`src/rtl/dstl_pkg.sv`:
```
// Shared types and codes for the dual symbol table block.
// No dependencies; the top level and dstl_cell refer to it by scoped names.
`default_nettype none

package dstl_pkg;

    // Operation codes carried in the request kind field
    typedef enum logic [1:0] {
        KIND_INSTALL = 2'd0,
        KIND_CHECK   = 2'd1,
        KIND_LOOKUP  = 2'd2,
        KIND_CLEAR   = 2'd3
    } kind_t;

    // Status codes returned with every response
    typedef enum logic [1:0] {
        ST_OK     = 2'd0,
        ST_DUP    = 2'd1,
        ST_FULL   = 2'd2,
        ST_UNDECL = 2'd3
    } status_t;

    // Sequencer states of the top level
    typedef enum logic [1:0] {
        S_IDLE,
        S_SEARCH,
        S_FINISH
    } state_t;

    localparam int KeyWidth = 64;

    // Search token handed from cell to cell
    typedef struct packed {
        logic                valid;
        logic                tsel;
        logic                ins;
        logic                hit;
        logic [KeyWidth-1:0] key;
    } token_t;

endpackage

`default_nettype wire

```
`src/rtl/dstl_cell.sv`:
```
// One table entry pair (one key per table) in the search chain.
// Depends on dstl_pkg for the token type.
`default_nettype none

module dstl_cell #(
    parameter int TABLE_DEPTH = 64,
    parameter int IDX         = 0
) (
    input  wire logic                                  clk,
    input  wire logic                                  rst_n,
    input  wire dstl_pkg::token_t                      tok_in,
    input  wire logic [$clog2(TABLE_DEPTH+1)-1:0]      fill,
    output dstl_pkg::token_t                           tok_out
);

    localparam int FW = $clog2(TABLE_DEPTH + 1);
    localparam logic [FW-1:0] IdxVal = FW'(IDX);

    logic [dstl_pkg::KeyWidth-1:0] key0_reg;
    logic [dstl_pkg::KeyWidth-1:0] key1_reg;
    logic [dstl_pkg::KeyWidth-1:0] stored;
    logic                          match;
    logic                          wr_en;
    dstl_pkg::token_t              tok_next;
    dstl_pkg::token_t              tok_reg;

    // Compare the passing key with this entry when the entry is filled
    always_comb
    begin
        stored   = tok_in.tsel ? key1_reg : key0_reg;
        match    = tok_in.valid && (IdxVal < fill) && (stored == tok_in.key);
        // Append at the first free entry when no earlier entry matched
        wr_en    = tok_in.valid && tok_in.ins && !tok_in.hit && (IdxVal == fill);
        tok_next = tok_in;
        tok_next.hit = tok_in.hit | match;
    end

    // Store the key of an install
    always_ff @(posedge clk)
    begin
        if (wr_en && !tok_in.tsel)
        begin
            key0_reg <= tok_in.key;
        end
        if (wr_en && tok_in.tsel)
        begin
            key1_reg <= tok_in.key;
        end
    end

    // Advance the token to the next cell; only the valid bit is reset
    always_ff @(posedge clk or negedge rst_n)
    begin
        if (!rst_n)
        begin
            tok_reg.valid <= 1'b0;
        end
        else
        begin
            tok_reg <= tok_next;
        end
    end

    assign tok_out = tok_reg;

endmodule

`default_nettype wire
```
`config.mk`:
```
export PLATFORM = sky130hd
export DESIGN_NAME = dstl_cell
export DESIGN_NICKNAME = d
export VERILOG_FILES = /design/src/rtl/dstl_pkg.sv /design/src/rtl/dstl_cell.sv
export SDC_FILE = /design/constraint.sdc
export NUM_CORES = 1
export LEC_CHECK = 0
export BUFFER_PORTS_ARGS = -buffer_cell sky130_fd_sc_hd__buf_4
export CAP_MARGIN = 25
export CORE_MARGIN = 2
export CORE_UTILIZATION = 55
export DETAILED_ROUTE_END_ITERATION = 8
export HOLD_SLACK_MARGIN = 0.06
export PLACE_DENSITY = 0.92
export RECOVER_POWER = 25
export REMOVE_ABC_BUFFERS = 1
export SYNTH_ARGS = -nofsm -noshare
export SYNTH_HDL_FRONTEND = slang
export SYNTH_SLANG_ARGS = --single-unit
```
`constraint.sdc`:
```
create_clock -name clk -period 3.44 [get_ports clk]
set_clock_uncertainty 0.15 [all_clocks]
set_input_delay 0.86 -clock clk [delete_from_list [all_inputs] [get_ports clk]]
set_output_delay 0.86 -clock clk [all_outputs]
set_load 0.05 [all_outputs]
```
==> flow_summary.toml, run 1 <==
[synth]
synth.area.mux_share = 0.0874
ys_types = 26
synth_commonest_cells = "195 x edfxtp_1, 64 x mux2i_1, 45 x xnor2_1"
synth_top_cell_by_area = "edfxtp_1"
synth-compound-area-share = 0.00939
synth_top_family_by_area = "multiplexers"
synth_xor_area_frac = 0.0669
synthAdderAreaFrac = 0
synth-simple-area-share = 0.0249
synthFlopType = "edfxtp_1"
synth-seq-cells = 196
yosysWarnings = 0
syn-cell-area_sq_um = 7330
netlist_top_cells_area = "edfxtp_1 80%, mux2i_1 8.7%, xnor2_1 5.4%, xor2_1 1.3%, nor4_1 1.0%"
yosysMostFrequentCell = "edfxtp_1"
synth.yosys.seq_area_share = 0.802
async_reset_ff_frac = 0.00510
synth_area_per_cell_sq_um = 20.1
synth_edf_count = 195
synth_top_area_share = 0.799
synth_cells = 364

[power]
p_sw_w = 0.00116
p_int_w = 0.00423
switching_share = 0.216
ir_worst_vdd_uv = 385
p_seq_frac = 0.504
power.density_nw_per_um2 = 590
p_clk_frac = 0.396
comb_power_share = 0.100
p_leak_nw = 3.26

[global_route]
antenna_found_initial = 0
grt_use_total = 0.188
met1_usage = 0.235
overflow = 0
grtUsageMet2 = 0.307
grt_pass1_wl_um = 20100
grt_start_max_net_pins = 69
grt_busiest_layer = "met2"
grt_pass1_vias = 3946
grt_use_met3 = 0.0484

[timing]
period_minus_slack_ns = 2.75
hold_viol = 0
whs_ns = 0.447
rsz0062_at_grt = "no"
slew_headroom = 0.404
worst_pin_slew_ns = 0.895
fmax_ghz = 0.363
finalCritPeriodShare = 0.800
slew_viol_final = 0
setup_viol = 0

[cts]
clkTransAtPathRegs_ns = 0.06
cts_root_buf = "clkbuf_16"
cts_tree = "yes"
clock_path_buffers = 2
cts_resized = 0
cts.sinks = 196
cts_hold_buf = 0
clk_latency_ns = 0.42
cts_buffers = 17
cts_max_level = 4
cts_setup_buffers = 0

[cells_and_area]
final_net_count = 602
final_core_utilization = 0.695
final_area_sq_um = 9130
antennaDiodeCount = 0
syn_to_final_growth_pct = 24.5
largest_register_ffs = 68
drive_above_1_share = 0.248

[critical_path]
crit_slowest_cell = "or4_1"
startpoint_type = "input port"
crit_type = "in -> reg"
end_kind = "flop"
crit_fanout = 64
cp_top_family = "simple AND/OR/NAND/NOR gates"
timing.critical_path.cells = "buf_4 -> or4_1 -> nor4_1 -> nand4b_1 -> nor2_4 -> buf_12"
slowest_delay_ns = 0.51
cp.required_ns = 3.37
cp_num_buf_inv = 2
arrival_ns = 2.68

[floorplanning]
die_w_um = 119
die_y_um = 119
die-area_sq_um = 14300
coreArea_sq_um = 13100
rows = 42
start_util = 0.558
ios = 145

[drt]
wl_um = 12700
vias = 3790
wl_per_cell_um = 17.8
drtPass1Iterations = 5
antenna_left = 0
drcViolationCount = 0
via_per_inst = 5.32
drt-initial-drc-count = 285

[status]
status = "finished clean"

[placement]
dpl.hpwl_um = 8430
gp_congestion = 0.740
portBuffers = 144
placed_area_sq_um = 8670

[worst_hold_path]
hold_class = "in -> reg"

[run]
drv_cap = 0
==> power by group through the flow <==
stage	Sequential (W)	Clock (W)	Combinational [W]
2_1_floorplan	0.00300	0	0.0000796
3_3_place_gp	0.00277	0	0.000555
3_5_place_dp	0.00277	0	0.000568
4_1_cts	0.00272	0.00216	0.000570
5_1_grt	0.00272	0.00224	0.000567
6_report	0.00272	0.00213	0.000540
==> metrics by stage <==
step / instances / power (W) / setup TNS [ns] / setup WS [ns]
floorplan: 356 / 0.00308 / -211.34 / -1.65
global placement: 682 / 0.00332 / 0 / 0.362
detailed placement: 682 / 0.00334 / 0 / 0.300
CTS: 713 / 0.00545 / 0 / 0.725
global route: 713 / 0.00553 / 0 / 0.625
finish: 713 / 0.00539 / 0 / 0.688
==> worst register-to-register path: stages, from the launching register on <==
cell	delay, ns
edfxtp_1	0.38
mux2i_1	0.18
xnor2_1	0.09
nor4_1	0.40
nand4_1	0.23
nor4_2	0.38
a41o_1	0.23
==> placed cells by master (no fill, tap or decap), types with 2 or more instances in the layout <==
cell type and n:
nor2_4 2, xor2_1 11, buf_4 99, mux2i_1 64, nor4_2 2, nor2_1 3
nand2_1 3, o21ai_0 2, buf_12 3, clkinv_2 3, bufinv_16 6, xnor2_1 45
nand4_1 5, clkbuf_16 17, clkbuf_1 52, nor4_1 12, edfxtp_1 195
==> final timing paths <==
check                                  startpoint                    end  slack, ns  cells after the start
min in group asynchronous                   rst_n  tok_out[67]$_DFF_PN0_       0.46                      1
max                                       fill[3]  key0_reg[7]$_DFFE_PP_       0.69                      6
max in group asynchronous                   rst_n  tok_out[67]$_DFF_PN0_       2.14                      1
max reg2reg                 key1_reg[9]$_DFFE_PP_  tok_out[64]$_DFFE_PP_       1.27                      6
min reg2reg                key0_reg[18]$_DFFE_PP_  tok_out[64]$_DFFE_PP_       0.81                      4
min                                    tok_in[67]  tok_out[67]$_DFF_PN0_       0.45                      1
==> area by class of cell <==
type | instances | area, sq um
repair buffers | 150 | 983
clock inverters | 10 | 204
clock buffers | 21 | 440
flip-flops and latches | 196 | 5880
fillers | 884 | 4010
multi-input cells | 159 | 1400
inverters | 1 | 3.75
well taps | 176 | 220
==> routing by layer <==
layer / routed length, um / up-vias
met1: 5150 / 1882
met2: 6520 / 137
li1: - / 1750
met5: 0 / -
met4: 239 / 0
met3: 799 / 21
==> cells by family after synthesis <==
kind of cell | Yosys count
DFF | 196
muxes | 64
xor gates and xnor gates | 56
and+or+nand+nor | 30
AOI/OAI and AO/OA | 9
buffers and inverters | 9
Power figures use the tool's default switching activity.
==> inputs of run 2 (changes only) <==
Settings changed: CORE_UTILIZATION 55 to 54, PLACE_DENSITY 0.92 to 0.9.
Clock period 3.44 ns to 2.6 ns, I/O delays scaled along.
==> flow_summary.toml, run 2 (synthesis results as in run 1) <==
[status]
status = "finished clean"

[power]
power.density_nw_per_um2 = 737
ir_worst_vdd_uv = 517
p_leak_nw = 3.30

[critical_path]
end_kind = "flop"
ff2ff_path_depth = 6
startpoint_type = "input port"
r2r_start = "key1_reg[9]$_DFFE_PP_"
crit_type = "in -> reg"
crit_fanout = 37
arrival_ns = 2.36
r2r_setup_slack_ns = 0.54
r2r_end = "tok_out[64]$_DFFE_PP_"
cp.required_ns = 2.57

[worst_hold_path]
hold_class = "in -> reg"
hold_path_end = "tok_out[67]$_DFF_PN0_"
holdPathStages = 1
hp-start = "tok_in[67]"

[timing]
slew_headroom = 0.693
slew_viol_final = 0
fmax_ghz = 0.418
rsz0062_at_grt = "no"
final.setup.worst_slack_ns = 0.205
worst_pin_slew_ns = 0.448
setup_viol = 0
finalCritPeriodShare = 0.921
period_minus_slack_ns = 2.39
hold_viol = 0
tns_ns = 0

[floorplanning]
die-area_sq_um = 14500
ios = 145
rows = 42
start_util = 0.554
die_y_um = 121
coreArea_sq_um = 13200
die_w_um = 121

[cts]
cts_root_buf = "clkbuf_16"
cts_setup_buffers = 0
clkTransAtPathRegs_ns = 0.06
cts.sinks = 196
cts_tree = "yes"
cts_hold_buf = 0
clock_path_buffers = 2
clk_latency_ns = 0.43
cts_buffers = 17
cts_max_level = 4
cts_resized = 0

[cells_and_area]
multi_input_area_sq_um = 1400
antennaDiodeCount = 0
largest_register_ffs = 68
drive_above_1_share = 0.263
nFillCells = 907
final_net_count = 616
final_cells = 727
final_common_cell = "edfxtp_1"
final_cell_mix = "195 x edfxtp_1, 108 x buf_4, 64 x mux2i_1"
syn_to_final_growth_pct = 25.5
seq_area_sq_um = 5880

[run]
drv_cap = 0

[placement]
gp_congestion = 0.800
portBuffers = 144
dp_slack_ns = -0.240
dpl.hpwl_um = 9220
dp_cells = 696

[drt]
drtPass1Iterations = 4
drcViolationCount = 0
antenna_left = 0
wl_um = 13500
via_per_inst = 5.34
wl_per_cell_um = 18.6
drt-initial-drc-count = 284
vias = 3883

[global_route]
antenna_found_initial = 0
grt_pass1_wl_um = 21100
overflow = 0
grt_start_max_net_pins = 39
grt_pass1_vias = 4063
grt_use_total = 0.198
## run 2: cell types whose count changed in the layout (fill, tap and decap cells not counted), moves of 2 or more
cell        change
buf_12          +5
buf_4           +9
bufinv_16       -4
clkinv_1        +2
clkinv_4        +2
clkinvlp_4      +2
## run 2: through the flow
| stage | utilization | cell area [sq um] | hold slack, ns | power [W] |
|---|---|---|---|---|
| after detailed placement | 0.667 | 8830 | 0.643 | 0.00443 |
| after floorplan | - | 7270 | 0.204 | 0.00407 |
| after CTS | 0.709 | 9380 | 0.193 | 0.00686 |
| after global placement | 0.667 | 8830 | 0.637 | 0.00441 |
| after global routing | 0.695 | 9200 | 0.234 | 0.00697 |
| final | 0.695 | 9200 | 0.256 | 0.00678 |
## run 2: layer usage
metal / vias to the layer above / track usage / share of wire
met5: - / 0 / 0
met4: 0 / 0.0872 / 0.023
met3: 28 / 0.0547 / 0.061
met2: 148 / 0.334 / 0.51
met1: 1931 / 0.240 / 0.40
li1: 1776 / - / -
## run 2: worst max path at each step
stage,startpoint,endpoint,slack (ns),depth (start not counted)
6_report,fill[3],key1_reg[10]$_DFFE_PP_,0.21,7
5_1_grt,fill[3],key1_reg[33]$_DFFE_PP_,0.11,7
4_1_cts,fill[3],key1_reg[36]$_DFFE_PP_,0.20,7
3_5_place_dp,fill[3],key1_reg[7]$_DFFE_PP_,-0.24,7
3_3_place_gp,fill[3],key0_reg[25]$_DFFE_PP_,-0.19,7
2_1_floorplan,fill[3],key0_reg[0]$_DFFE_PP_,-2.28,4
## run 2: final cells by class
| type | instances | area share |
|---|---|---|
| clock buffers | 21 | 0.0479 |
| repair buffers | 164 | 0.125 |
| multi-input cells | 159 | 0.152 |
| inverters | 1 | 0.000408 |
| well taps | 176 | 0.0239 |
| flip-flops and latches | 196 | 0.639 |
| clock inverters | 10 | 0.0120 |
## run 2: power by group
part           total, W  internal [W]  switching, W
combinational  0.000738      0.000240      0.000498
sequential      0.00359       0.00357     0.0000235
clock           0.00245       0.00140       0.00105
## run 2: worst max-delay path: stages
cell,delay (ns)
buf_4,0.11
or4_1,0.51
nor4_1,0.29
nand4b_1,0.19
buf_4,0.20
nor2_4,0.14
buf_12,0.24
==> inputs of run 3 (changes only) <==
Settings changed: CORE_UTILIZATION 54 to 49, PLACE_DENSITY 0.9 to 0.87.
Clock period 2.6 ns to 2 ns, I/O delays scaled along.
==> flow_summary.toml, run 3 (synthesis results as in run 1) <==
[status]
status = "finished with violations"
violations = "setup timing"

[timing]
worst_pin_slew_ns = 0.583
finalCritPeriodShare = 1.04
slew_viol_final = 0
final.setup.worst_slack_ns = -0.0794
fmax_ghz = 0.481
rsz0062_at_grt = "yes"
period_minus_slack_ns = 2.08
setup_viol = 111
slew_headroom = 0.601
hold_viol = 0

[global_route]
grt_start_max_net_pins = 36
grt_use_total = 0.177
grt_pass1_vias = 4132
overflow = 0
antenna_found_initial = 0
grt_pass1_wl_um = 21200

[critical_path]
crit_type = "in -> reg"
r2r_start = "key1_reg[62]$_DFFE_PP_"
r2r_setup_slack_ns = -0.01
r2r_end = "tok_out[64]$_DFFE_PP_"
ff2ff_path_depth = 6
arrival_ns = 2.08
crit_slowest_cell = "or4_4"
crit_fanout = 6
slowest_delay_ns = 0.54
timing.critical_path.cells = "buf_6 -> or4_4 -> nor4_4 -> nand4b_1 -> buf_6 -> nor2_4 -> buf_12 -> buf_12 -> buf_16"
cp.required_ns = 2.00
end_kind = "flop"
startpoint_type = "input port"

[drt]
drcViolationCount = 0
via_per_inst = 5.20
wl_um = 14100
antenna_left = 0
drt-initial-drc-count = 217
vias = 3951
drtPass1Iterations = 7
wl_per_cell_um = 18.6

[placement]
gp_congestion = 0.801
placed_area_sq_um = 8900
dp_cells = 712
portBuffers = 144
dpl.hpwl_um = 9450

[floorplanning]
ios = 145
coreArea_sq_um = 14600
die-area_sq_um = 16000
die_w_um = 126
rows = 44
die_y_um = 126
start_util = 0.503

[cts]
clkTransAtPathRegs_ns = 0.07
cts.sinks = 196
cts_tree = "yes"
cts_buffers = 17
clock_path_buffers = 2
cts_max_level = 4
clk_latency_ns = 0.44
cts_root_buf = "clkbuf_16"

[worst_hold_path]
hold_path_end = "tok_out[13]$_DFFE_PP_"
hold_class = "in -> reg"
holdPathStages = 1
hp-start = "tok_in[13]"

[cells_and_area]
final_area_sq_um = 9680
final_common_cell = "edfxtp_1"
drive_above_1_share = 0.340
syn_to_final_growth_pct = 32.0
largest_register_ffs = 68
final_net_count = 640
final_cells = 760
antennaDiodeCount = 0
final_cell_mix = "195 x edfxtp_1, 128 x buf_4, 59 x mux2i_1"

[power]
ir_worst_vdd_uv = 744
power.density_nw_per_um2 = 927
p_leak_nw = 3.52

[run]
drv_cap = 0
-- run 3: cell count changes in the layout (fill, tap and decap cells not counted), moves of 4 or more --
| cell | delta |
|---|---|
| buf_6 | +5 |
| nor4_1 | -5 |
| mux2i_1 | -5 |
| clkbuf_1 | -16 |
| nor4_2 | +4 |
| inv_6 | +5 |
| buf_4 | +20 |
| mux2i_2 | +4 |
-- run 3: timing repair --
item | CTS | global route
gates cloned | 2 | 0
pin swaps | 2 | 9
gates resized for setup | 15 | 15
buffers inserted | 2 | 10
hold buffers | 2 | 0
setup endpoints to repair | 129 | 129
endpoints found under the hold margin | 2 | 0
-- run 3: worst max-delay path by stage --
| stage | start | end | slack [ns] | depth (start not counted) |
|---|---|---|---|---|
| 2_1_floorplan | fill[3] | key0_reg[0]$_DFFE_PP_ | -2.73 | 4 |
| 4_1_cts | fill[3] | key1_reg[17]$_DFFE_PP_ | -0.03 | 9 |
| 3_5_place_dp | fill[3] | key1_reg[10]$_DFFE_PP_ | -0.60 | 7 |
| 5_1_grt | tok_in[66] | tok_out[64]$_DFFE_PP_ | -0.14 | 8 |
| 3_3_place_gp | fill[3] | key0_reg[0]$_DFFE_PP_ | -0.57 | 7 |
| 6_report | fill[3] | key1_reg[51]$_DFFE_PP_ | -0.08 | 9 |
-- run 3: area by class of cell --
class / instances / area (sq um)
Clock inverter: 14 / 140
Inverter: 1 / 3.75
Sequential cell: 196 / 5880
Timing Repair Buffer: 188 / 1520
Multi-Input combinational cell: 159 / 1470
Tap cell: 184 / 230
Clock buffer: 18 / 429
Fill cell: 989 / 4910
-- run 3: where the power goes --
group          internal (W)  total [W]  switching (W)
Sequential          0.00464    0.00467      0.0000337
Combinational      0.000361    0.00102       0.000660
Clock               0.00175    0.00328        0.00152
Total               0.00675    0.00897        0.00222
-- run 3: critical path: cells and delay by family --
family | cells | cell delay (ns)
buffers and inverters | 5 | 0.61
AND/OR/NAND/NOR | 4 | 0.96
-- run 3: metal layers --
layer,vias to the layer above,part of all wire,GRT usage
met5,-,0,0
met4,0,0.025,0.0795
met3,30,0.050,0.0523
met2,119,0.53,0.309
met1,1967,0.39,0.201
li1,1835,-,-
-- run 3: per-stage QoR --
step,util,setup TNS (ns),power (W),hold WS [ns],worst slack [ns]
after floorplan,-,-349.58,0.00529,0.0544,-2.73
after detailed placement,0.610,-75.47,0.00578,0.344,-0.603
final,0.663,-4.79,0.00897,0.131,-0.0794
after global placement,0.610,-71.94,0.00575,0.343,-0.573
after CTS,0.662,-0.864,0.00903,0.0916,-0.0306
after global routing,0.663,-7.71,0.00922,0.113,-0.142
